[src/hdl/battery_percent_gauge_defines.svh]
// Assertion macros for the battery percent gauge.
// Needs clk_i and rst_ni in the scope where a macro is used.
`ifndef BATTERY_PERCENT_GAUGE_DEFINES_SVH
`define BATTERY_PERCENT_GAUGE_DEFINES_SVH

// Same-cycle implication, checked outside reset
`define BPG_ASSERT_IMPL(lbl, ante, cons, msg) \
  lbl: assert property (@(posedge clk_i) disable iff (!rst_ni) (ante) |-> (cons)) \
    else $error(msg);

// Next-cycle implication, checked outside reset
`define BPG_ASSERT_NEXT(lbl, ante, cons, msg) \
  lbl: assert property (@(posedge clk_i) disable iff (!rst_ni) (ante) |=> (cons)) \
    else $error(msg);

`endif

[src/hdl/bpg_pkg.sv]
// Shared types, constants and the discharge curve table of the battery gauge.
// No dependencies.
package bpg_pkg;

  // Field widths
  localparam int unsigned SampleW   = 12;
  localparam int unsigned ScaleW    = 3;
  localparam int unsigned ThrW      = 14;
  localparam int unsigned OffsetW   = 11;
  localparam int unsigned PctW      = 7;
  localparam int unsigned StateW    = 2;
  localparam int unsigned CfgIdxW   = 2;
  localparam int unsigned CfgDataW  = 14;
  localparam int unsigned ScaledW   = SampleW + ScaleW;
  localparam int unsigned DiffW     = ScaledW + 1;
  localparam int unsigned CurveIdxW = 8;

  // Curve constants
  localparam int unsigned CurveTop     = 4160;
  localparam int unsigned CurveBottom  = 3580;
  localparam int unsigned CurveStep    = 4;
  localparam int unsigned InitBias     = 5;
  localparam int unsigned FullPercent  = 100;
  localparam int unsigned CurveEntries = 146;
  localparam int unsigned MaxEntry     = FullPercent + InitBias;

  // Register reset values
  localparam logic [ScaleW-1:0]         ScaleRst  = 3'd2;
  localparam logic [ThrW-1:0]           ChargeRst = 14'd4300;
  localparam logic [ThrW-1:0]           FullRst   = 14'd4200;
  localparam logic signed [OffsetW-1:0] OffsetRst = 11'sd0;

  typedef enum logic [CfgIdxW-1:0] {
    REG_ADC_SCALE        = 2'd0,
    REG_CHARGE_THRESHOLD = 2'd1,
    REG_FULL_THRESHOLD   = 2'd2,
    REG_CURVE_OFFSET     = 2'd3
  } cfg_reg_e;

  typedef enum logic [StateW-1:0] {
    CHG_NORMAL   = 2'd0,
    CHG_CHARGING = 2'd1,
    CHG_FULL     = 2'd2
  } chg_state_e;

  // Discharge curve, one entry per 4 counts from 3580 up to 4160
  localparam logic [PctW-1:0] CURVE_ROM [CurveEntries] = '{
    7'd0,  7'd1,  7'd1,  7'd1,  7'd2,  7'd2,  7'd3,  7'd3,  7'd3,  7'd3,
    7'd4,  7'd4,  7'd5,  7'd6,  7'd7,  7'd8,  7'd8,  7'd9,  7'd10, 7'd11,
    7'd12, 7'd13, 7'd14, 7'd15, 7'd16, 7'd17, 7'd18, 7'd19, 7'd20, 7'd22,
    7'd23, 7'd24, 7'd25, 7'd26, 7'd27, 7'd28, 7'd29, 7'd30, 7'd35, 7'd36,
    7'd37, 7'd38, 7'd39, 7'd40, 7'd41, 7'd42, 7'd43, 7'd44, 7'd45, 7'd46,
    7'd47, 7'd48, 7'd49, 7'd50, 7'd51, 7'd52, 7'd53, 7'd54, 7'd55, 7'd55,
    7'd56, 7'd57, 7'd58, 7'd59, 7'd60, 7'd60, 7'd61, 7'd61, 7'd62, 7'd62,
    7'd63, 7'd64, 7'd65, 7'd65, 7'd65, 7'd66, 7'd67, 7'd68, 7'd69, 7'd70,
    7'd70, 7'd70, 7'd71, 7'd71, 7'd72, 7'd73, 7'd73, 7'd74, 7'd75, 7'd75,
    7'd76, 7'd77, 7'd77, 7'd78, 7'd78, 7'd79, 7'd79, 7'd80, 7'd80, 7'd80,
    7'd80, 7'd81, 7'd82, 7'd82, 7'd82, 7'd83, 7'd83, 7'd83, 7'd84, 7'd84,
    7'd84, 7'd85, 7'd85, 7'd85, 7'd86, 7'd86, 7'd87, 7'd87, 7'd87, 7'd88,
    7'd88, 7'd89, 7'd89, 7'd89, 7'd90, 7'd90, 7'd90, 7'd90, 7'd91, 7'd92,
    7'd92, 7'd93, 7'd93, 7'd94, 7'd95, 7'd95, 7'd96, 7'd96, 7'd96, 7'd97,
    7'd97, 7'd98, 7'd99, 7'd99, 7'd99, 7'd100
  };

endpackage

[src/hdl/bpg_in_if.sv]
// Sample request channel: valid/ready handshake carrying one converter sample.
// Depends on bpg_pkg.
interface bpg_in_if;
  logic                        valid;
  logic                        ready;
  logic [bpg_pkg::SampleW-1:0] adc_sample;

  modport source (output valid, output adc_sample, input ready);
  modport sink (input valid, input adc_sample, output ready);
endinterface

[src/hdl/bpg_out_if.sv]
// Result request channel: valid/ready handshake carrying level and charge state.
// Depends on bpg_pkg.
interface bpg_out_if;
  logic                       valid;
  logic                       ready;
  logic [bpg_pkg::PctW-1:0]   level_percent;
  logic [bpg_pkg::StateW-1:0] charge_state;

  modport source (output valid, output level_percent, output charge_state, input ready);
  modport sink (input valid, input level_percent, input charge_state, output ready);
endinterface

[src/hdl/battery_percent_gauge.sv]
// Battery percent gauge top level: sample scaling, curve lookup, ring average in RAM.
// Depends on bpg_pkg, bpg_in_if, bpg_out_if, bpg_ram and the defines header.
//
//   channel    dir  handshake            payload
//   sample_i   in   valid/ready          adc_sample[11:0]
//   result_o   out  valid/ready          level_percent[6:0], charge_state[1:0]
//   cfg        in   cfg_we_i (no wait)   cfg_idx_i[1:0], cfg_wdata_i[13:0]
//
// One request per cycle while the result side does not stall; a taken request
// is registered into the update stage, and the update stage then loads the
// output register (lookup stage, then history update stage feeding the output register).
// The history RAM does one read and one write per cycle; a write to the entry
// being read in the same cycle is forwarded.
// Reset takes effect at once: per-entry valid bits stand in for a clearing pass.
// A held result stalls the update stage; the input keeps taking requests until
// the update stage is also full.
`include "battery_percent_gauge_defines.svh"

module battery_percent_gauge #(
  parameter int unsigned HISTORY_DEPTH = 5
) (
  input  logic                          clk_i,
  input  logic                          rst_ni,
  input  logic                          cfg_we_i,
  input  logic [bpg_pkg::CfgIdxW-1:0]   cfg_idx_i,
  input  logic [bpg_pkg::CfgDataW-1:0]  cfg_wdata_i,
  bpg_in_if.sink                        sample_i,
  bpg_out_if.source                     result_o
);

  localparam int unsigned PtrW = (HISTORY_DEPTH > 1) ? $clog2(HISTORY_DEPTH) : 1;
  localparam int unsigned SumW = $clog2(HISTORY_DEPTH * bpg_pkg::MaxEntry + 1);

  // Reciprocal of the history depth for the average, exact over the sum range
  localparam int unsigned RecipK = SumW + $clog2(HISTORY_DEPTH);
  localparam int unsigned RecipW = RecipK + 1;
  localparam int unsigned ProdW  = SumW + RecipW;
  localparam logic [RecipW-1:0] Recip =
    RecipW'((2 ** RecipK + HISTORY_DEPTH - 1) / HISTORY_DEPTH);

  localparam int unsigned PctW = bpg_pkg::PctW;

  // Configuration registers
  logic [bpg_pkg::ScaleW-1:0]         scale_q;
  logic [bpg_pkg::ThrW-1:0]           chg_thr_q;
  logic [bpg_pkg::ThrW-1:0]           full_thr_q;
  logic signed [bpg_pkg::OffsetW-1:0] offset_q;

  always_ff @(posedge clk_i or negedge rst_ni) begin
    if (!rst_ni) begin
      scale_q    <= bpg_pkg::ScaleRst;
      chg_thr_q  <= bpg_pkg::ChargeRst;
      full_thr_q <= bpg_pkg::FullRst;
      offset_q   <= bpg_pkg::OffsetRst;
    end else if (cfg_we_i) begin
      case (bpg_pkg::cfg_reg_e'(cfg_idx_i))
        bpg_pkg::REG_ADC_SCALE:        scale_q    <= cfg_wdata_i[bpg_pkg::ScaleW-1:0];
        bpg_pkg::REG_CHARGE_THRESHOLD: chg_thr_q  <= cfg_wdata_i;
        bpg_pkg::REG_FULL_THRESHOLD:   full_thr_q <= cfg_wdata_i;
        bpg_pkg::REG_CURVE_OFFSET:     offset_q   <= $signed(cfg_wdata_i[bpg_pkg::OffsetW-1:0]);
        default: ;
      endcase
    end
  end

  // Pipeline control
  logic s1_valid_q;
  logic s1_fire;
  logic out_valid_q;
  logic accept;

  assign s1_fire        = s1_valid_q && (!out_valid_q || result_o.ready);
  assign sample_i.ready = !s1_valid_q || s1_fire;
  assign accept         = sample_i.valid && sample_i.ready;

  // Lookup stage: scale, classify, map through the curve
  logic [bpg_pkg::ScaledW-1:0]      scaled;
  logic signed [bpg_pkg::DiffW-1:0] diff;
  logic [bpg_pkg::DiffW-1:0]        diff_rnd;
  logic [bpg_pkg::DiffW-1:0]        curve_ofs;
  logic [bpg_pkg::CurveIdxW-1:0]    curve_idx;
  logic [PctW-1:0]                  pct_a;
  bpg_pkg::chg_state_e              state_a;

  always_comb begin
    scaled = bpg_pkg::ScaledW'(sample_i.adc_sample) * bpg_pkg::ScaledW'(scale_q);
    if (scaled > bpg_pkg::ScaledW'(chg_thr_q)) begin
      state_a = bpg_pkg::CHG_CHARGING;
    end else if (scaled > bpg_pkg::ScaledW'(full_thr_q)) begin
      state_a = bpg_pkg::CHG_FULL;
    end else begin
      state_a = bpg_pkg::CHG_NORMAL;
    end

    diff      = $signed({1'b0, scaled}) - bpg_pkg::DiffW'(offset_q);
    // round down to a curve step
    diff_rnd  = {diff[bpg_pkg::DiffW-1:2], 2'b00};
    curve_ofs = diff_rnd - bpg_pkg::DiffW'(bpg_pkg::CurveBottom);
    curve_idx = bpg_pkg::CurveIdxW'(curve_ofs / bpg_pkg::CurveStep);

    if (diff[bpg_pkg::DiffW-1]) begin
      pct_a = '0;
    end else if (diff_rnd > bpg_pkg::DiffW'(bpg_pkg::CurveTop)) begin
      pct_a = PctW'(bpg_pkg::FullPercent);
    end else if (diff_rnd < bpg_pkg::DiffW'(bpg_pkg::CurveBottom)) begin
      pct_a = '0;
    end else begin
      pct_a = bpg_pkg::CURVE_ROM[curve_idx];
    end
  end

  // History pointer advances on normal samples only, in request order
  logic [PtrW-1:0] ptr_q;
  logic            normal_a;

  assign normal_a = (state_a == bpg_pkg::CHG_NORMAL);

  always_ff @(posedge clk_i or negedge rst_ni) begin
    if (!rst_ni) begin
      ptr_q <= '0;
    end else if (accept && normal_a) begin
      if (ptr_q == PtrW'(HISTORY_DEPTH - 1)) begin
        ptr_q <= '0;
      end else begin
        ptr_q <= ptr_q + PtrW'(1);
      end
    end
  end

  // Update-stage registers
  bpg_pkg::chg_state_e s1_state_q;
  logic [PctW-1:0]     s1_pct_q;
  logic [PtrW-1:0]     s1_addr_q;
  logic                s1_byp_hit_q;
  logic [PctW-1:0]     s1_byp_data_q;
  logic                s1_normal;
  logic                hist_we;
  logic                byp_hit_d;

  assign s1_normal = (s1_state_q == bpg_pkg::CHG_NORMAL);
  assign hist_we   = s1_fire && s1_normal;
  // write from the update stage to the entry being read now
  assign byp_hit_d = hist_we && (s1_addr_q == ptr_q);

  always_ff @(posedge clk_i or negedge rst_ni) begin
    if (!rst_ni) begin
      s1_valid_q <= 1'b0;
    end else if (sample_i.ready) begin
      s1_valid_q <= sample_i.valid;
    end
  end

  always_ff @(posedge clk_i) begin
    if (accept) begin
      s1_state_q    <= state_a;
      s1_pct_q      <= pct_a;
      s1_addr_q     <= ptr_q;
      s1_byp_hit_q  <= byp_hit_d;
      s1_byp_data_q <= s1_pct_q;
    end
  end

  // History RAM
  logic [PctW-1:0] hist_rdata;

  bpg_ram #(
    .Width (PctW),
    .Depth (HISTORY_DEPTH),
    .AddrW (PtrW)
  ) u_hist_ram (
    .clk_i   (clk_i),
    .we_i    (hist_we),
    .waddr_i (s1_addr_q),
    .wdata_i (s1_pct_q),
    .re_i    (accept),
    .raddr_i (ptr_q),
    .rdata_o (hist_rdata)
  );

  // Gauge state: running sum, entry valid bits, fill value after re-arm
  logic [HISTORY_DEPTH-1:0] valid_q;
  logic [PctW-1:0]          fill_q;
  logic [SumW-1:0]          sum_q;
  logic                     rearm_q;
  logic [PctW-1:0]          last_q;
  logic [PctW-1:0]          reported_q;

  logic [PctW-1:0]  old_ent;
  logic [PctW-1:0]  bias;
  logic [SumW-1:0]  sum_new;
  logic [ProdW-1:0] avg_prod;
  logic [SumW-1:0]  avg_full;
  logic [PctW-1:0]  avg;
  logic [PctW-1:0]  last_eff;
  logic             upd;
  logic [PctW-1:0]  level_s1;

  always_comb begin
    if (s1_byp_hit_q) begin
      old_ent = s1_byp_data_q;
    end else if (valid_q[s1_addr_q]) begin
      old_ent = hist_rdata;
    end else begin
      old_ent = fill_q;
    end

    bias = s1_pct_q + PctW'(bpg_pkg::InitBias);

    // re-arm fills every entry with bias, then this entry takes pct
    if (rearm_q) begin
      sum_new = SumW'((HISTORY_DEPTH - 1) * int'(bias) + int'(s1_pct_q));
    end else begin
      sum_new = sum_q - SumW'(old_ent) + SumW'(s1_pct_q);
    end

    // divide by the depth through the reciprocal
    avg_prod = ProdW'(sum_new) * ProdW'(Recip);
    avg_full = SumW'(avg_prod >> RecipK);
    if (avg_full > SumW'(bpg_pkg::FullPercent)) begin
      avg = PctW'(bpg_pkg::FullPercent);
    end else begin
      avg = avg_full[PctW-1:0];
    end

    last_eff = rearm_q ? bias : last_q;
    upd      = (avg < last_eff);

    if (s1_normal && upd) begin
      level_s1 = avg;
    end else begin
      level_s1 = reported_q;
    end
  end

  always_ff @(posedge clk_i or negedge rst_ni) begin
    if (!rst_ni) begin
      valid_q    <= '0;
      fill_q     <= '0;
      sum_q      <= '0;
      rearm_q    <= 1'b1;
      last_q     <= '0;
      reported_q <= '0;
    end else if (s1_fire) begin
      if (s1_normal) begin
        sum_q   <= sum_new;
        rearm_q <= 1'b0;
        if (rearm_q) begin
          valid_q <= HISTORY_DEPTH'(1) << s1_addr_q;
          fill_q  <= bias;
        end else begin
          valid_q[s1_addr_q] <= 1'b1;
        end
        last_q <= upd ? avg : last_eff;
        if (upd) begin
          reported_q <= avg;
        end
      end else begin
        rearm_q <= 1'b1;
      end
    end
  end

  // Output register
  logic [PctW-1:0]            out_level_q;
  logic [bpg_pkg::StateW-1:0] out_state_q;

  always_ff @(posedge clk_i or negedge rst_ni) begin
    if (!rst_ni) begin
      out_valid_q <= 1'b0;
    end else if (s1_fire) begin
      out_valid_q <= 1'b1;
    end else if (result_o.ready) begin
      out_valid_q <= 1'b0;
    end
  end

  always_ff @(posedge clk_i) begin
    if (s1_fire) begin
      out_level_q <= level_s1;
      out_state_q <= s1_state_q;
    end
  end

  assign result_o.valid         = out_valid_q;
  assign result_o.level_percent = out_level_q;
  assign result_o.charge_state  = out_state_q;

  // Checks
  `BPG_ASSERT_NEXT(a_s1_hold, s1_valid_q && !s1_fire, s1_valid_q && $stable(s1_addr_q) && $stable(s1_pct_q), "update stage lost its request while stalled")
  `BPG_ASSERT_IMPL(a_level_range, out_valid_q, out_level_q <= PctW'(bpg_pkg::FullPercent), "reported level above full scale")
  `BPG_ASSERT_IMPL(a_sum_bound, 1'b1, sum_q <= SumW'(HISTORY_DEPTH * bpg_pkg::MaxEntry), "history sum out of range")

endmodule

[src/hdl/bpg_ram.sv]
// Generic single-write, single-read RAM with registered read data.
// No dependencies.
module bpg_ram #(
  parameter int unsigned Width = 8,
  parameter int unsigned Depth = 16,
  parameter int unsigned AddrW = (Depth > 1) ? $clog2(Depth) : 1
) (
  input  logic             clk_i,
  input  logic             we_i,
  input  logic [AddrW-1:0] waddr_i,
  input  logic [Width-1:0] wdata_i,
  input  logic             re_i,
  input  logic [AddrW-1:0] raddr_i,
  output logic [Width-1:0] rdata_o
);

  logic [Width-1:0] mem_q [Depth];
  logic [Width-1:0] rdata_q;

  always_ff @(posedge clk_i) begin
    if (we_i) begin
      mem_q[waddr_i] <= wdata_i;
    end
    if (re_i) begin
      rdata_q <= mem_q[raddr_i];
    end
  end

  assign rdata_o = rdata_q;

endmodule
[src/flat_wrapper.sv]
// flat-port wrapper written by rule: the top's interface ports become plain ports
module battery_percent_gauge_flat 
#(
  parameter int unsigned HISTORY_DEPTH = 5
)
  (clk_i, rst_ni, cfg_we_i, cfg_idx_i, cfg_wdata_i, sample_i_valid, sample_i_adc_sample, sample_i_ready, result_o_valid, result_o_level_percent, result_o_charge_state, result_o_ready);
  bpg_in_if sample_i_i ();
  bpg_out_if result_o_i ();
  input  logic clk_i;
  input  logic rst_ni;
  input  logic cfg_we_i;
  input  logic [bpg_pkg::CfgIdxW-1:0] cfg_idx_i;
  input  logic [bpg_pkg::CfgDataW-1:0] cfg_wdata_i;
  input wire logic [$bits(sample_i_i.valid)-1:0] sample_i_valid;
  input wire logic [$bits(sample_i_i.adc_sample)-1:0] sample_i_adc_sample;
  output wire logic [$bits(sample_i_i.ready)-1:0] sample_i_ready;
  output wire logic [$bits(result_o_i.valid)-1:0] result_o_valid;
  output wire logic [$bits(result_o_i.level_percent)-1:0] result_o_level_percent;
  output wire logic [$bits(result_o_i.charge_state)-1:0] result_o_charge_state;
  input wire logic [$bits(result_o_i.ready)-1:0] result_o_ready;
  assign sample_i_i.valid = sample_i_valid;
  assign sample_i_i.adc_sample = sample_i_adc_sample;
  assign sample_i_ready = sample_i_i.ready;
  assign result_o_valid = result_o_i.valid;
  assign result_o_level_percent = result_o_i.level_percent;
  assign result_o_charge_state = result_o_i.charge_state;
  assign result_o_i.ready = result_o_ready;
  battery_percent_gauge #(.HISTORY_DEPTH(HISTORY_DEPTH)) u_core (.clk_i(clk_i), .rst_ni(rst_ni), .cfg_we_i(cfg_we_i), .cfg_idx_i(cfg_idx_i), .cfg_wdata_i(cfg_wdata_i), .sample_i(sample_i_i), .result_o(result_o_i));
endmodule
[config.mk]
export PLATFORM = sky130hd
export DESIGN_NAME = battery_percent_gauge_flat
export DESIGN_NICKNAME = d
export VERILOG_FILES = /design/src/hdl/bpg_pkg.sv /design/src/hdl/bpg_in_if.sv /design/src/hdl/bpg_out_if.sv /design/src/hdl/battery_percent_gauge.sv /design/src/hdl/bpg_ram.sv /design/src/flat_wrapper.sv
export VERILOG_INCLUDE_DIRS = /design/src /design/src/hdl
export SDC_FILE = /design/constraint.sdc
export NUM_CORES = 1
export LEC_CHECK = 0
export BUFFER_PORTS_ARGS = -buffer_cell sky130_fd_sc_hd__buf_4
export CAP_MARGIN = 20
export CORE_MARGIN = 2
export CORE_UTILIZATION = 40
export CTS_BUF_LIST = sky130_fd_sc_hd__clkbuf_8
export DETAILED_ROUTE_END_ITERATION = 10
export HOLD_SLACK_MARGIN = 0.05
export PLACE_DENSITY = 0.6
export SETUP_SLACK_MARGIN = 0.5
export SYNTH_ARGS = -nofsm -noshare
export SYNTH_HDL_FRONTEND = slang
export SYNTH_SLANG_ARGS = --single-unit
[constraint.sdc]
create_clock -name clk_i -period 14.6 [get_ports clk_i]
set_clock_uncertainty 0.2 [all_clocks]
set_input_delay 0.73 -clock clk_i [delete_from_list [all_inputs] [get_ports clk_i]]
set_output_delay 0.73 -clock clk_i [all_outputs]
set_load 0.05 [all_outputs]
# ---- Yosys cells after proc, flatten, opt, wreduce, memory -nomap -nowiden
# Memories as Yosys holds them, arrays and structs flattened. A register that Yosys moved wholly into a read port is not among the register bits.
# Cells that the tools add are included.
dict set report op_classes {
  addsub 7
  n_eq_ne 5
  n_lt_le_gt_ge 9
  n_reduce_logical 23
  n_bitwise 2
  n_mux 24
  mul 2
  n_shift 1
}
# cell count
set op_table {}
lappend op_table {{7-bit 2-to-1 mux} 10}
lappend op_table {{15-bit by 14-bit > comparator with 1-bit output} 2}
lappend op_table {{10-bit by 11-bit multiplier with 21-bit output, second input constant} 1}
lappend op_table {{16-bit by 13-bit > comparator with 1-bit output, second input constant} 1}
lappend op_table {{16-bit by 12-bit less-than comparator with 1-bit output, second input constant} 1}
lappend op_table {{16-bit by 11-bit subtractor with 16-bit output} 1}
lappend op_table {{12-bit by 3-bit multiplier with 15-bit output} 1}
lappend op_table {{10-bit by 7-bit adder with 10-bit output} 1}
lappend op_table {{9-bit by 7-bit adder with 10-bit output} 1}
lappend op_table {{10-bit 2-to-1 mux} 1}
lappend op_table {{2-bit AND reduction} 5}
lappend op_table {{10-bit by 7-bit subtractor with 10-bit output} 1}
lappend op_table {{10-bit by 9-bit subtractor with 10-bit output, second input constant} 1}
lappend op_table {{9-bit >= comparator, second input constant} 1}
lappend op_table {{8-bit NOT with 9-bit output} 1}
lappend op_table {{8-bit by 7-bit > comparator with 1-bit output, second input constant} 1}
lappend op_table {{7-bit by 3-bit adder with 7-bit output, second input constant} 1}
lappend op_table {{1-bit logical AND} 7}
lappend op_table {{7-bit less-than comparator} 1}
lappend op_table {{1-bit 2-to-1 mux} 7}
lappend op_table {{2-bit logical NOT} 3}
lappend op_table {{3-bit AND reduction} 2}
lappend op_table {{5-bit 2-to-1 mux} 1}
lappend op_table {{5-bit OR} 1}
lappend op_table {{other kinds (16)} 20}
dict set report word_totals {
  ramBits 35
  mem_count 2
  regBits 113
  romBits 1792
}
# name words width rd rd_clocked_by_memory_dff wr line_no
set memory_table {}
lappend memory_table {{(no name shown)} 256 7 1 0 0 battery_percent_gauge.sv:108} ;# pct_a = bpg_pkg::CURVE_ROM[curve_idx];
lappend memory_table {u_core.u_hist_ram.mem_q 5 7 1 1 1 bpg_ram.sv:17} ;# logic [Width-1:0] mem_q [Depth];

# ---- Logic depth before layout (Yosys ltp)
# Gate-level depths: netlist of run 1.
dict set report depth {
  ltp_word 13
  depth_mapped 50
}

# ---- Hierarchy
# From an unflattened synthesis of run 1, not the netlist that was laid out.
dict set report hier_totals {
  cells_unflattened 1303
  area_unflattened_um2 12919.9
}
# module instances seq_area_each_um2 area_each_um2 cells_per_inst
set modules_own_cells {}
lappend modules_own_cells {battery_percent_gauge 1 2986.6 11315.9 1213}
lappend modules_own_cells {bpg_ram 1 1261.2 1604.0 90}

# ---- Worst setup path before layout of run 1
# No wires, ideal clock.
dict set report synth_path {
  path_kind {reg2reg}
  from {register u_core.s1_addr_q[0]}
  to {register u_core.out_level_q[1] (netlist: u_core.result_o.level_percent[1]), data pin}
  stages_incl_launch_ff 46
  setup_time_ns 0.260
  period_less_slack_ns 11.098
  t_arrival_ns 10.638
  path_slack_ns 3.502
  path_cell_list {edfxtp_1 -> clkbuf_1 -> mux4_2 -> nor2b_1 -> a31oi_1 -> mux2i_1 -> nor2_1 -> a21oi_1 -> fa_1 -> ha_1 -> a21o_1 -> a21oi_1 -> o21ai_0 -> a21oi_1 -> o21bai_1 -> a211oi_1 -> o21bai_1 -> xnor2_1 -> [... 10 more ...] -> inv_1 -> ha_1 -> a21o_1 -> a21oi_1 -> a2bb2oi_1 -> nand3_1 -> a22o_1 -> or3b_2 -> o311ai_2 -> ha_1 -> o21a_1 -> nor2_1 -> o21ai_0 -> nand4_1 -> o21a_1 -> buf_4 -> nand2_4 -> mux2_4}
}
dict set report synth_between {
  elab_chain_cells 13
}
# element line_no
set synth_lines {}
lappend synth_lines {{start: declaration} battery_percent_gauge.sv:133} ;# logic [PtrW-1:0] s1_addr_q;
lappend synth_lines {{start signal: assignment} battery_percent_gauge.sv:157} ;# s1_addr_q <= ptr_q;
lappend synth_lines {{1-bit binary-select mux with 3-bit select (*)} battery_percent_gauge.sv:201} ;# end else if (valid_q[s1_addr_q]) begin
lappend synth_lines {{1-bit 2-to-1 mux (not written as such) (*)} battery_percent_gauge.sv:201}
lappend synth_lines {{7-bit 2-to-1 mux (*)} battery_percent_gauge.sv:201}
lappend synth_lines {{7-bit 2-to-1 mux (*)} battery_percent_gauge.sv:199} ;# if (s1_byp_hit_q) begin
lappend synth_lines {{10-bit by 7-bit subtractor with 10-bit output (*)} battery_percent_gauge.sv:213} ;# sum_new = sum_q - SumW'(old_ent) + SumW'(s1_pct_q);
lappend synth_lines {{10-bit by 7-bit adder with 10-bit output (*)} battery_percent_gauge.sv:213}
lappend synth_lines {{10-bit 2-to-1 mux (*)} battery_percent_gauge.sv:210} ;# if (rearm_q) begin
lappend synth_lines {{via u_core.sum_new[9]} battery_percent_gauge.sv:190} ;# logic [SumW-1:0] sum_new;
lappend synth_lines {{10-bit by 11-bit multiplier with 21-bit output (*)} battery_percent_gauge.sv:217} ;# avg_prod = ProdW'(sum_new) * ProdW'(Recip);
lappend synth_lines {{8-bit by 7-bit > comparator with 1-bit output} battery_percent_gauge.sv:219} ;# if (avg_full > SumW'(bpg_pkg::FullPercent)) begin
lappend synth_lines {{7-bit 2-to-1 mux (*)} battery_percent_gauge.sv:219}
lappend synth_lines {{via u_core.avg[2]} battery_percent_gauge.sv:193} ;# logic [PctW-1:0] avg;
lappend synth_lines {{7-bit less-than comparator (*)} battery_percent_gauge.sv:226} ;# upd = (avg < last_eff);
lappend synth_lines {{1-bit logical AND (*)} battery_percent_gauge.sv:228} ;# if (s1_normal && upd) begin
lappend synth_lines {{7-bit 2-to-1 mux (*)} battery_percent_gauge.sv:228}
lappend synth_lines {{via u_core.level_s1[1]} battery_percent_gauge.sv:196} ;# logic [PctW-1:0] level_s1;
lappend synth_lines {{end signal: assignment} battery_percent_gauge.sv:279} ;# out_level_q <= level_s1;
lappend synth_lines {{end: declaration} battery_percent_gauge.sv:264} ;# logic [PctW-1:0] out_level_q;
# Mark *: on every way through the listed nets, which the timed path passes. The rest lies on a longest branch. The select of a mux whose other input is x is not followed.
# A chain may end at the register's enable or synchronous reset.

# ---- Final worst setup path of run 1
# Same ends and word-level chain as after synthesis.

==> summary.md, run 1 <==
| Metric | Value |
|---|---|
| Global-route wire length before repair | 49.0 mm |
| Post-Syn Instances | 1,288 |
| Total instance count after detailed placement | about 1,700 |
| Worst slew slack as a fraction of its limit | 27.6% |
| Clock transition at the register clock pins on the worst setup and hold paths after CTS | 0.09 ns |
| Root Driver | clkbuf_8 |
| Synth warn | 0 |
| Unrepaired setup endpoints after global routing | false |
| Crit. End Element | flop |
| DRC violation total after the first TritonRoute iteration | 527 |
| Core box area | 31,700 sq um |
| H-tree level count | 4 |
| Worst-Margin Slew | 1.08 ns |
| CTS max path bufs | 2 |
| Count of final hold-check violations | 0 |
| Result of the run | finished, final reports clean |
| Number of buffers inserted by port buffering | 43 |
| Synth cell count leaders | 156 x inv_1, 146 x ha_1, 118 x nand2_1, 73 x dfrtp_1, 71 x edfxtp_1 |
| Fraction of final layout cells with drive strength greater than 1 | 14.9% |
| Synthesized area | between 10,000 and 15,000 sq um |
| Count of cells along the worst register-to-register path | between 40 and 50 |
| Biggest area consumer among synthesized cells | edfxtp_1 |
| Fraction of synthesized cell area in xor and xnor cells | about 4.5% |
| Share of flip-flops with an asynchronous set or reset after synthesis | 54.2% |
| Most repeated cell in the gate-level netlist after synthesis | inv_1 |
| Per-cell via count in the routed design | between 5 and 6 |
| Largest net degree at the start of global routing | 65 |
| Clock buffer count from CTS | 17 |
| Path class of the lowest-slack min-delay path | flop to flop |
| Residual antenna-violating net count after detailed routing | 0 |
| Worst Setup Slack post-DPL | between 2 and 3 ns |
| Routed wire length per instance | 16.8 microns |
| Cell type with the highest occurrence count on the critical path | fa_1 |
| DRT Wirelength | 29.2 mm |
| Area Overhead vs Synth | 8.61% |
| Setup bufs post-CTS | 0 |
| Most area-consuming cells after synthesis | edfxtp_1 16%, dfrtp_1 14%, ha_1 14% |
| Worst Setup Start Kind | flop |
| Initial cell density of the core | 40.8% |
| Detailed-placement wirelength estimate | about 23 mm |
| Peak clock frequency supported by timing | 83.6 MHz |
| CP max stage cell | fa_1 |
| Number of nets in the finished design | 1,548 |
| # DRC | 0 |
| Maximum single-stage delay on the critical path | 0.56 ns |
| Final-layout fill cell count | 3,068 |
| Num rows | 65 |
| Clock latency at the later pin of the worst-skew pair | 0.47 ns |
| Number of failing setup endpoints in the final timing report | 0 |
| Cell variety after synth | 89 |
| Multiplexer share of the synthesized area | around 9% |
| Clk sinks | 155 |
| Antenna violations before repair | 0 |
| Hold depth | 0 |
| Max-capacitance violation count | 0 |
| Aggregate negative setup slack | 0 ns |
| Drt first pass iters | 5 |
| Global Route Usage Sum | 18.3% |
| Share of synthesized area occupied by flip-flops and latches | approximately a third |
| Final RePlAce weighted congestion | about 0.88 |
| Fraction of the cycle the final worst path needs | between 80% and 90% |
| CTS tree | yes |
| Count of flip-flops with a built-in enable after synthesis | 71 |
| Post-synth top flop | dfrtp_1 |
| Complex-gate fraction of the synthesized area | approximately 15% |
| Total of hold buffers inserted after clock tree synthesis | 1 |
| Vias in the first global route | 9,563 |
| Portion of synthesized cell area occupied by the leading cell type | 16.5% |
| Post-layout min period | 11.96 ns |
| Largest fanout of any net on the critical path | 10 |
| Global route total overflow | 0 |
| Class of the most critical setup path | flop to flop |
| I/O pin total | 44 |
| Post-CTS Resized | 0 |
| Via count | 9,480 |
| Area of the die | 33,800 sq um |
| Net count after synthesis | ~1,500 |
| Smallest hold slack | between 0.2 and 0.3 ns |
| Height of the die | 184 microns |
| Critical path data required time | 14.63 ns |
| Largest family of logic cells by synthesized area | adder cells |
| Final count of pins violating max slew | 0 |
| Post-Syn Area per Cell | 10.1 sq um |
| WP data arrival | 11.99 ns |
| Simple logic cell fraction of the synthesized area | 11.7% |
| Adder-cell share of the synthesized area | between 20% and 30% |
| Number of storage elements in the synthesis netlist | between 150 and 200 |
| Final standard cell count with taps included and fillers excluded | ~1,700 |
| Crit path setup slack, layout | 2.64 ns |
| Number of diodes added for antenna fixing | 0 |
| Die boundary width | 184 microns |
-- metal layers --
metal / vias up / wire (microns) / GRT usage [%] / share of wire, %
met4: 0 / 677 / 5.25 / 2.3
met5: - / 0 / 0 / 0
li1: 4636 / - / - / -
met1: 4566 / 13600 / 24.5 / 46
met3: 51 / 1230 / 2.77 / 4.2
met2: 227 / 13700 / 30.6 / 47
-- sequential cells by signal, indices dropped and copies added (netlist names), 5 cells and up --
register                       flops
u_core.fill_q                      7
u_core.s1_pct_q                    7
u_core.u_hist_ram.mem_q           35
u_core.s1_byp_data_q               7
u_core.result_o.level_percent      7
u_core.last_q                      7
u_core.valid_q                     5
u_core.reported_q                  7
u_core.sum_q                      10
u_core.offset_q                   11
u_core.chg_thr_q                  14
u_core.full_thr_q                 14
u_core.u_hist_ram.rdata_o          7
-- cells in the final DEF (no fill, tap or decap), types with 18 or more instances in the layout --
| cell type | synthesis | routed |
|---|---|---|
| inv_1 | 156 | 158 |
| ha_1 | 146 | 146 |
| nand2_1 | 118 | 118 |
| dfrtp_1 | 73 | 73 |
| edfxtp_1 | 71 | 71 |
| a21oi_1 | 66 | 66 |
| nor2_1 | 65 | 65 |
| mux2_2 | 57 | 57 |
| o21ai_0 | 55 | 55 |
| buf_4 | 1 | 52 |
| fa_1 | 49 | 49 |
| xnor2_1 | 33 | 33 |
| a21o_1 | 28 | 28 |
| nand3_1 | 23 | 23 |
| xor2_1 | 21 | 21 |
| nor3_1 | 18 | 18 |
-- through the flow --
step | utilization [%] | instance area, sq um
after floorplan | - | 13000
after global placement | 43.1 | 13700
after detailed placement | 43.1 | 13700
after CTS | 44.4 | 14100
after global routing | 44.4 | 14100
final | 44.4 | 14100
-- area by class of cell --
type | instances | area, sq um | area share [%]
multi-input cells | 937 | 7940 | 56.5
flip-flops and latches | 155 | 4250 | 30.2
inverters | 156 | 586 | 4.16
well taps | 402 | 503 | 3.58
repair buffers | 53 | 400 | 2.85
clock buffers | 17 | 234 | 1.66
clock inverters | 15 | 153 | 1.09
-- worst paths after layout --
kind                                                     to  slack (ns)            startpoint
max                        u_core.result_o.level_percent[1]        2.64   u_core.s1_addr_q[0]
min                         u_core.result_o.charge_state[1]        0.25  u_core.s1_state_q[1]
max reg2reg                u_core.result_o.level_percent[1]        2.64   u_core.s1_addr_q[0]
min in group asynchronous                 u_core.valid_q[0]        0.49                rst_ni
max in group asynchronous               u_core.chg_thr_q[9]       12.59                rst_ni
min reg2reg                 u_core.result_o.charge_state[1]        0.25  u_core.s1_state_q[1]
-- logic make-up (layout without fill, tap and decap cells) --
kind of cell	count (synthesis)	in the layout
muxes	92	92
buffers and inverters	196	241
adders and majority gates	196	196
AOI/OAI and AO/OA	277	277
DFF	155	155
and+or+nand+nor	311	311
xor gates and xnor gates	61	61
-- worst max-delay path: cells and delay by family, from the launching register on --
| kind | cells | cell delay, ns |
|---|---|---|
| fa+ha+maj | 9 | 3.85 |
| compound gates | 18 | 3.62 |
| simple gates | 8 | 1.48 |
| mux | 4 | 1.34 |
| buf+inv | 6 | 0.58 |
| flops | 1 | 0.49 |
| xor+xnor | 1 | 0.13 |
Power of run 1 is left out: the tool's default activity adds up to more than one toggle a clock period on the data nets, which glitch-free logic cannot reach.
==> run 2, diff against run 1 <==
==> constraint.sdc (replaced) <==
create_clock -name clk_i -period 11.8 [get_ports clk_i]
set_clock_uncertainty 0.2 [all_clocks]
set_input_delay 0.59 -clock clk_i [delete_from_list [all_inputs] [get_ports clk_i]]
set_output_delay 0.59 -clock clk_i [all_outputs]
set_load 0.05 [all_outputs]
==> summary.md, run 2 (synthesis gave the netlist of run 1 again) <==
| Metric | Value |
|---|---|
| Largest fanout of any net on the critical path | 8 (was 10) |
| Number of buffers inserted by port buffering | 43 (unchanged) |
| Hold_sp | sample_i_valid (was u_core.s1_state_q[1]) |
| Reg with most FFs | u_core.u_hist_ram.mem_q (unchanged) |
| Final RePlAce weighted congestion | 0.883 (was 0.877) |
| Largest net degree at the start of global routing | 74 (was 65) |
| Routed wire length per instance | 17.0 microns (was 16.8 microns) |
| Worst Setup Start Kind | flop (unchanged) |
| Peak clock frequency supported by timing | 93.3 MHz (was 83.6 MHz) |
| Hold Path Sink | u_core.s1_valid_q (was u_core.result_o.charge_state[1]) |
| Initial cell density of the core | 40.8% (unchanged) |
| Registers with the most flip-flops | u_core.u_hist_ram.mem_q: 35 flops, u_core.chg_thr_q: 14 flops, u_core.full_thr_q: 14 flops (unchanged) |
| CTS max path bufs | 2 (unchanged) |
| Clock buffer count from CTS | 17 (unchanged) |
| Critical path data required time | 11.82 ns (was 14.63 ns) |
| Cell type with the highest occurrence count on the critical path | fa_1 (unchanged) |
| I/O pin total | 44 (unchanged) |
| Hold depth | 2 (was 0) |
| Number of failing setup endpoints in the final timing report | 0 (unchanged) |
| Storage cell area | 4250 sq um (unchanged) |
| Residual antenna-violating net count after detailed routing | 0 (unchanged) |
| Per-cell via count in the routed design | 5.44 (was 5.46) |
| Die boundary width | 184 microns (unchanged) |
| Area Overhead vs Synth | 10.4% (was 8.61%) |
| Aggregate negative setup slack | 0 ns (unchanged) |
| Via count | 9,523 (was 9,480) |
| DRT Wirelength | 29.8 mm (was 29.2 mm) |
| Footprint of the multi-input gates | 8060 sq um (was 7940 sq um) |
| Fraction of the cycle the final worst path needs | 90.8% (was 81.9%) |
| Number of nets in the finished design | 1,562 (was 1,548) |
| Fraction of final layout cells with drive strength greater than 1 | 17.2% (was 14.9%) |
| Number of diodes added for antenna fixing | 0 (unchanged) |
| Unrepaired setup endpoints after global routing | false (unchanged) |
| Path class of the lowest-slack min-delay path | primary input to flop (was flop to flop) |
| Height of the die | 184 microns (unchanged) |
| Commonest cells after routing, fill and taps aside | 156 x inv_1, 145 x ha_1, 118 x nand2_1 (was 158 x inv_1, 146 x ha_1, 118 x nand2_1) |
| Final-layout fill cell count | 3,025 (was 3,068) |
| Clock transition at the register clock pins on the worst setup and hold paths after CTS | 0.09 ns (about the same) |
| Total non-filler cell area in the finished layout | 14,300 sq um (was 14,100 sq um) |
| DRC violation total after the first TritonRoute iteration | 572 (was 527) |
| CP max stage cell | fa_1 (unchanged) |
| CTS tree | yes (unchanged) |
| Crit. End Element | flop (unchanged) |
| Final count of pins violating max slew | 0 (unchanged) |
| # DRC | 0 (unchanged) |
| Placed Instance Area | 13,700 sq um (about the same) |
| Count of final hold-check violations | 0 (unchanged) |
| Global route total overflow | 0 (unchanged) |
| Global Route Usage Sum | 18.4% (was 18.3%) |
| Core box area | 31,700 sq um (unchanged) |
| Area of the die | 33,800 sq um (unchanged) |
| WP data arrival | 10.74 ns (was 11.99 ns) |
| R2r startpoint | u_core.s1_addr_q[0] (unchanged) |
| Post-layout min period | 10.72 ns (was 11.96 ns) |
| Worst slew slack as a fraction of its limit | 24.1% (was 27.6%) |
| Register-to-Register Setup Slack | 1.08 ns (was 2.64 ns) |
| Antenna violations before repair | 1 (was 0) |
| Count of cells along the worst register-to-register path | 43 (was 46) |
| Maximum single-stage delay on the critical path | 0.55 ns (was 0.56 ns) |
| Root Driver | clkbuf_8 (unchanged) |
| Destination of the worst register-to-register timing path | u_core.result_o.level_percent[5] (was u_core.result_o.level_percent[1]) |
| Global-route wire length before repair | 49.1 mm (was 49.0 mm) |
| Drt first pass iters | 5 (unchanged) |
| Worst-Margin Slew | 1.13 ns (was 1.08 ns) |
| Max-capacitance violation count | 0 (unchanged) |
| Result of the run | finished, final reports clean (unchanged) |
| Clk sinks | 155 (unchanged) |
| Class of the most critical setup path | flop to flop (unchanged) |
| Flip-flop count of the largest register after layout | 35 (unchanged) |
| Detailed-placement wirelength estimate | 23.0 mm (was 22.8 mm) |
| Vias in the first global route | 9,488 (was 9,563) |
| Leading cell type in the layout, fill and taps excluded | inv_1 (unchanged) |
| H-tree level count | 4 (unchanged) |
| Num rows | 65 (unchanged) |
| Clock latency at the later pin of the worst-skew pair | 0.46 ns (was 0.47 ns) |
==> run 2: worst max path at each step <==
stage | startpoint | to | slack (ns) | cells past startpoint
2_1_floorplan | u_core.s1_addr_q[0] | u_core.result_o.level_percent[1] | 0.70 | 45
3_3_place_gp | u_core.s1_addr_q[0] | u_core.result_o.level_percent[4] | 0.47 | 43
3_5_place_dp | u_core.s1_addr_q[0] | u_core.result_o.level_percent[4] | 0.24 | 45
4_1_cts | u_core.s1_addr_q[0] | u_core.result_o.level_percent[4] | 0.57 | 45
5_1_grt | u_core.s1_addr_q[0] | u_core.result_o.level_percent[4] | 0.50 | 49
6_report | u_core.s1_addr_q[0] | u_core.result_o.level_percent[5] | 1.08 | 43
==> run 2: critical path: cells and delay by family, from the launching register on <==
kind | cells | cell delay, ns
buf+inv | 5 | 0.60
mux | 3 | 1.01
simple gates | 10 | 1.73
xor+xnor | 1 | 0.18
fa+ha+maj | 9 | 3.78
compound gates | 15 | 2.54
flops | 1 | 0.42
==> run 2: layout make-up <==
type                       count  share of cell area (%)
multi-input combinational    937                    56.4
sequential                   155                    29.7
inverter                     156                    4.10
timing repair buffer          67                    3.54
tap                          402                    3.52
clock buffer                  17                    1.64
clock inverter                15                    1.14
==> run 2: stage by stage <==
step,instances,hold slack (ns),utilization (%),worst slack [ns]
global placement,1708,0.233,43.2,0.466
finish,1749,0.134,45.1,1.08
CTS,1742,0.0987,44.6,0.567
floorplan,1288,0.0944,-,0.702
global route,1749,0.104,45.1,0.497
detailed placement,1708,0.236,43.2,0.235
==> run 2: timing repair <==
action	CTS	global route
hold buffers	1	0
pin swaps	0	8
endpoints found under the hold margin	11	0
resized for setup	3	29
gates cloned	0	0
setup endpoints to repair	16	21
buffers inserted	1	6
==> run 2: layer usage <==
layer / track usage (%) / up-vias / wire length [microns]
met4: 4.38 / 2 / 346
met2: 31.2 / 205 / 14500
met5: 0 / - / 16
met1: 24.8 / 4624 / 13900
li1: - / 4666 / -
met3: 2.60 / 26 / 1030
Power of run 2 is left out for the same reason.
==> run 3, diff against run 2 <==
==> constraint.sdc (replaced) <==
create_clock -name clk_i -period 13.09 [get_ports clk_i]
set_clock_uncertainty 0.2 [all_clocks]
set_input_delay 1.309 -clock clk_i [delete_from_list [all_inputs] [get_ports clk_i]]
set_output_delay 1.309 -clock clk_i [all_outputs]
set_load 0.05 [all_outputs]
==> summary.md, run 3 (synthesis gave the netlist of run 1 again) <==
| Metric | Value |
|---|---|
| Largest fanout of any net on the critical path | 10 (was 8) |
| Storage cell area | 4250 sq um (unchanged) |
| Total non-filler cell area in the finished layout | 14,100 sq um (was 14,300 sq um) |
| Antenna violations before repair | 0 (was 1) |
| Initial cell density of the core | 40.8% (unchanged) |
| Final core occ | 44.4% (was 45.1%) |
| H-tree level count | 4 (unchanged) |
| Footprint of the multi-input gates | 7950 sq um (was 8060 sq um) |
| Clock transition at the register clock pins on the worst setup and hold paths after CTS | 0.08 ns (was 0.09 ns) |
| Leading cell type in the layout, fill and taps excluded | inv_1 (unchanged) |
| Max-capacitance violation count | 0 (unchanged) |
| Fraction of the cycle the final worst path needs | 89.9% (was 90.8%) |
| Global-route wire length before repair | 49.0 mm (was 49.1 mm) |
| Path class of the lowest-slack min-delay path | flop to flop (was primary input to flop) |
| Flip-flop count of the largest register after layout | 35 (unchanged) |
| Hold_sp | u_core.s1_state_q[0] (was sample_i_valid) |
| WP data arrival | 11.78 ns (was 10.74 ns) |
| Count of cells along the worst register-to-register path | 46 (was 43) |
| Die boundary width | 184 microns (unchanged) |
| Result of the run | finished, final reports clean (unchanged) |
| Aggregate negative setup slack | 0 ns (unchanged) |
| Final count of pins violating max slew | 0 (unchanged) |
| Final standard cell count with taps included and fillers excluded | 1,735 (was 1,749) |
| Post-layout min period | 11.77 ns (was 10.72 ns) |
| CTS tree | yes (unchanged) |
| Clk sinks | 155 (unchanged) |
| Unrepaired setup endpoints after global routing | false (unchanged) |
| Area of the die | 33,800 sq um (unchanged) |
| Crit. End Element | flop (unchanged) |
| Height of the die | 184 microns (unchanged) |
| Class of the most critical setup path | flop to flop (unchanged) |
| Number of buffers inserted by port buffering | 43 (unchanged) |
| DRT Wirelength | 29.5 mm (was 29.8 mm) |
| Count of final hold-check violations | 0 (unchanged) |
| Total instance count after detailed placement | 1,703 (was 1,708) |
| Hold Path Sink | u_core.result_o.charge_state[0] (was u_core.s1_valid_q) |
| Number of diodes added for antenna fixing | 0 (unchanged) |
| Number of failing setup endpoints in the final timing report | 0 (unchanged) |
| Largest net degree at the start of global routing | 63 (was 74) |
| Registers with the most flip-flops | u_core.u_hist_ram.mem_q: 35 flops, u_core.chg_thr_q: 14 flops, u_core.full_thr_q: 14 flops (unchanged) |
| Largest delay share family, worst path | adder cells (unchanged) |
| Clock latency at the later pin of the worst-skew pair | 0.45 ns (was 0.46 ns) |
| Routed wire length per instance | 17.0 microns (about the same) |
| I/O pin total | 44 (unchanged) |
| Peak clock frequency supported by timing | 85.0 MHz (was 93.3 MHz) |
| R2r startpoint | u_core.s1_addr_q[0] (unchanged) |
| Clock buffer count from CTS | 17 (unchanged) |
| Root Driver | clkbuf_8 (unchanged) |
| Buffers and inverters on the worst path | 6 (was 5) |
| Placed Instance Area | 13,700 sq um (about the same) |
| Vias in the first global route | 9,538 (was 9,488) |
| Final RePlAce weighted congestion | 0.875 (was 0.883) |
| Detailed-placement wirelength estimate | 22.9 mm (was 23.0 mm) |
| Via count | 9,441 (was 9,523) |
| Per-cell via count in the routed design | 5.44 (about the same) |
| Reg with most FFs | u_core.u_hist_ram.mem_q (unchanged) |
| Core box area | 31,700 sq um (unchanged) |
| Hold depth | 0 (was 2) |
| Num rows | 65 (unchanged) |
| Drt first pass iters | 5 (unchanged) |
| CTS max path bufs | 2 (unchanged) |
| Final-layout fill cell count | 3,055 (was 3,025) |
| Global Route Usage Sum | 18.3% (was 18.4%) |
| # DRC | 0 (unchanged) |
| CP max stage cell | fa_1 (unchanged) |
| DRC violation total after the first TritonRoute iteration | 642 (was 572) |
| Setup bufs post-CTS | 0 (was 1) |
| Destination of the worst register-to-register timing path | u_core.result_o.level_percent[6] (was u_core.result_o.level_percent[5]) |
| Maximum single-stage delay on the critical path | 0.57 ns (was 0.55 ns) |
| Fraction of final layout cells with drive strength greater than 1 | 15.0% (was 17.2%) |
| Worst slew slack as a fraction of its limit | 27.2% (was 24.1%) |
| Number of nets in the finished design | 1,548 (was 1,562) |
| Register-to-Register Setup Slack | 1.32 ns (was 1.08 ns) |
| Worst-Margin Slew | 1.08 ns (was 1.13 ns) |
| Cell type with the highest occurrence count on the critical path | fa_1 (unchanged) |
| Worst Setup Start Kind | flop (unchanged) |
| Critical path data required time | 13.10 ns (was 11.82 ns) |
| Commonest cells after routing, fill and taps aside | 157 x inv_1, 146 x ha_1, 118 x nand2_1 (was 156 x inv_1, 145 x ha_1, 118 x nand2_1) |
| Area Overhead vs Synth | 8.66% (was 10.4%) |
| Global route total overflow | 0 (unchanged) |
| Residual antenna-violating net count after detailed routing | 0 (unchanged) |
[run 3: layer usage]
| metal | global-route usage (%) | wire length, microns | up-vias |
|---|---|---|---|
| met5 | 0 | 0 | - |
| met4 | 3.30 | 300 | 0 |
| met3 | 3.13 | 1070 | 21 |
| met2 | 31.5 | 14500 | 204 |
| met1 | 24.3 | 13600 | 4587 |
| li1 | - | - | 4629 |
[run 3: worst reg2reg max path: cells and delay by family, from the launching register on]
family,cells,cell delay [ns]
adder cells (fa/ha/maj),9,3.84
AO/OA/AOI/OAI,18,3.53
AND/OR/NAND/NOR,8,1.43
multiplexers,4,1.33
buffers and inverters,6,0.59
flip-flops,1,0.49
XOR/XNOR,1,0.13
[run 3: per-stage QoR]
stage	setup slack (ns)	hold WS [ns]
after floorplan	1.99	0.227
after global placement	1.52	0.231
after detailed placement	1.27	0.236
after CTS	1.18	0.248
after global routing	0.505	0.249
final	1.32	0.247
[run 3: how the worst max path moves through the flow]
stage	from	to	slack (ns)	cells past startpoint
detailed placement	u_core.s1_addr_q[0]	u_core.result_o.level_percent[6]	1.27	46
CTS	u_core.s1_addr_q[0]	u_core.result_o.level_percent[6]	1.18	46
floorplan	u_core.s1_addr_q[0]	u_core.result_o.level_percent[1]	1.99	45
global route	u_core.s1_addr_q[0]	u_core.result_o.level_percent[6]	0.50	46
finish	u_core.s1_addr_q[0]	u_core.result_o.level_percent[6]	1.32	46
global placement	u_core.s1_addr_q[0]	u_core.result_o.level_percent[5]	1.52	46
[run 3: timing repair]
action / 4_1_cts / 5_1_grt
hold buffers: 0 / 0
gates resized for setup: 0 / 1
endpoints found under the hold margin: 0 / 0
endpoints found under the setup margin: 0 / 11
[run 3: final cells by class]
cell class,instances,area share [%]
Sequential cell,155,30.2
Clock buffer,18,1.76
Multi-Input combinational cell,937,56.5
Inverter,156,4.16
Tap cell,402,3.57
Timing Repair Buffer,53,2.83
Clock inverter,14,1.04
Power of run 3 is left out for the same reason.
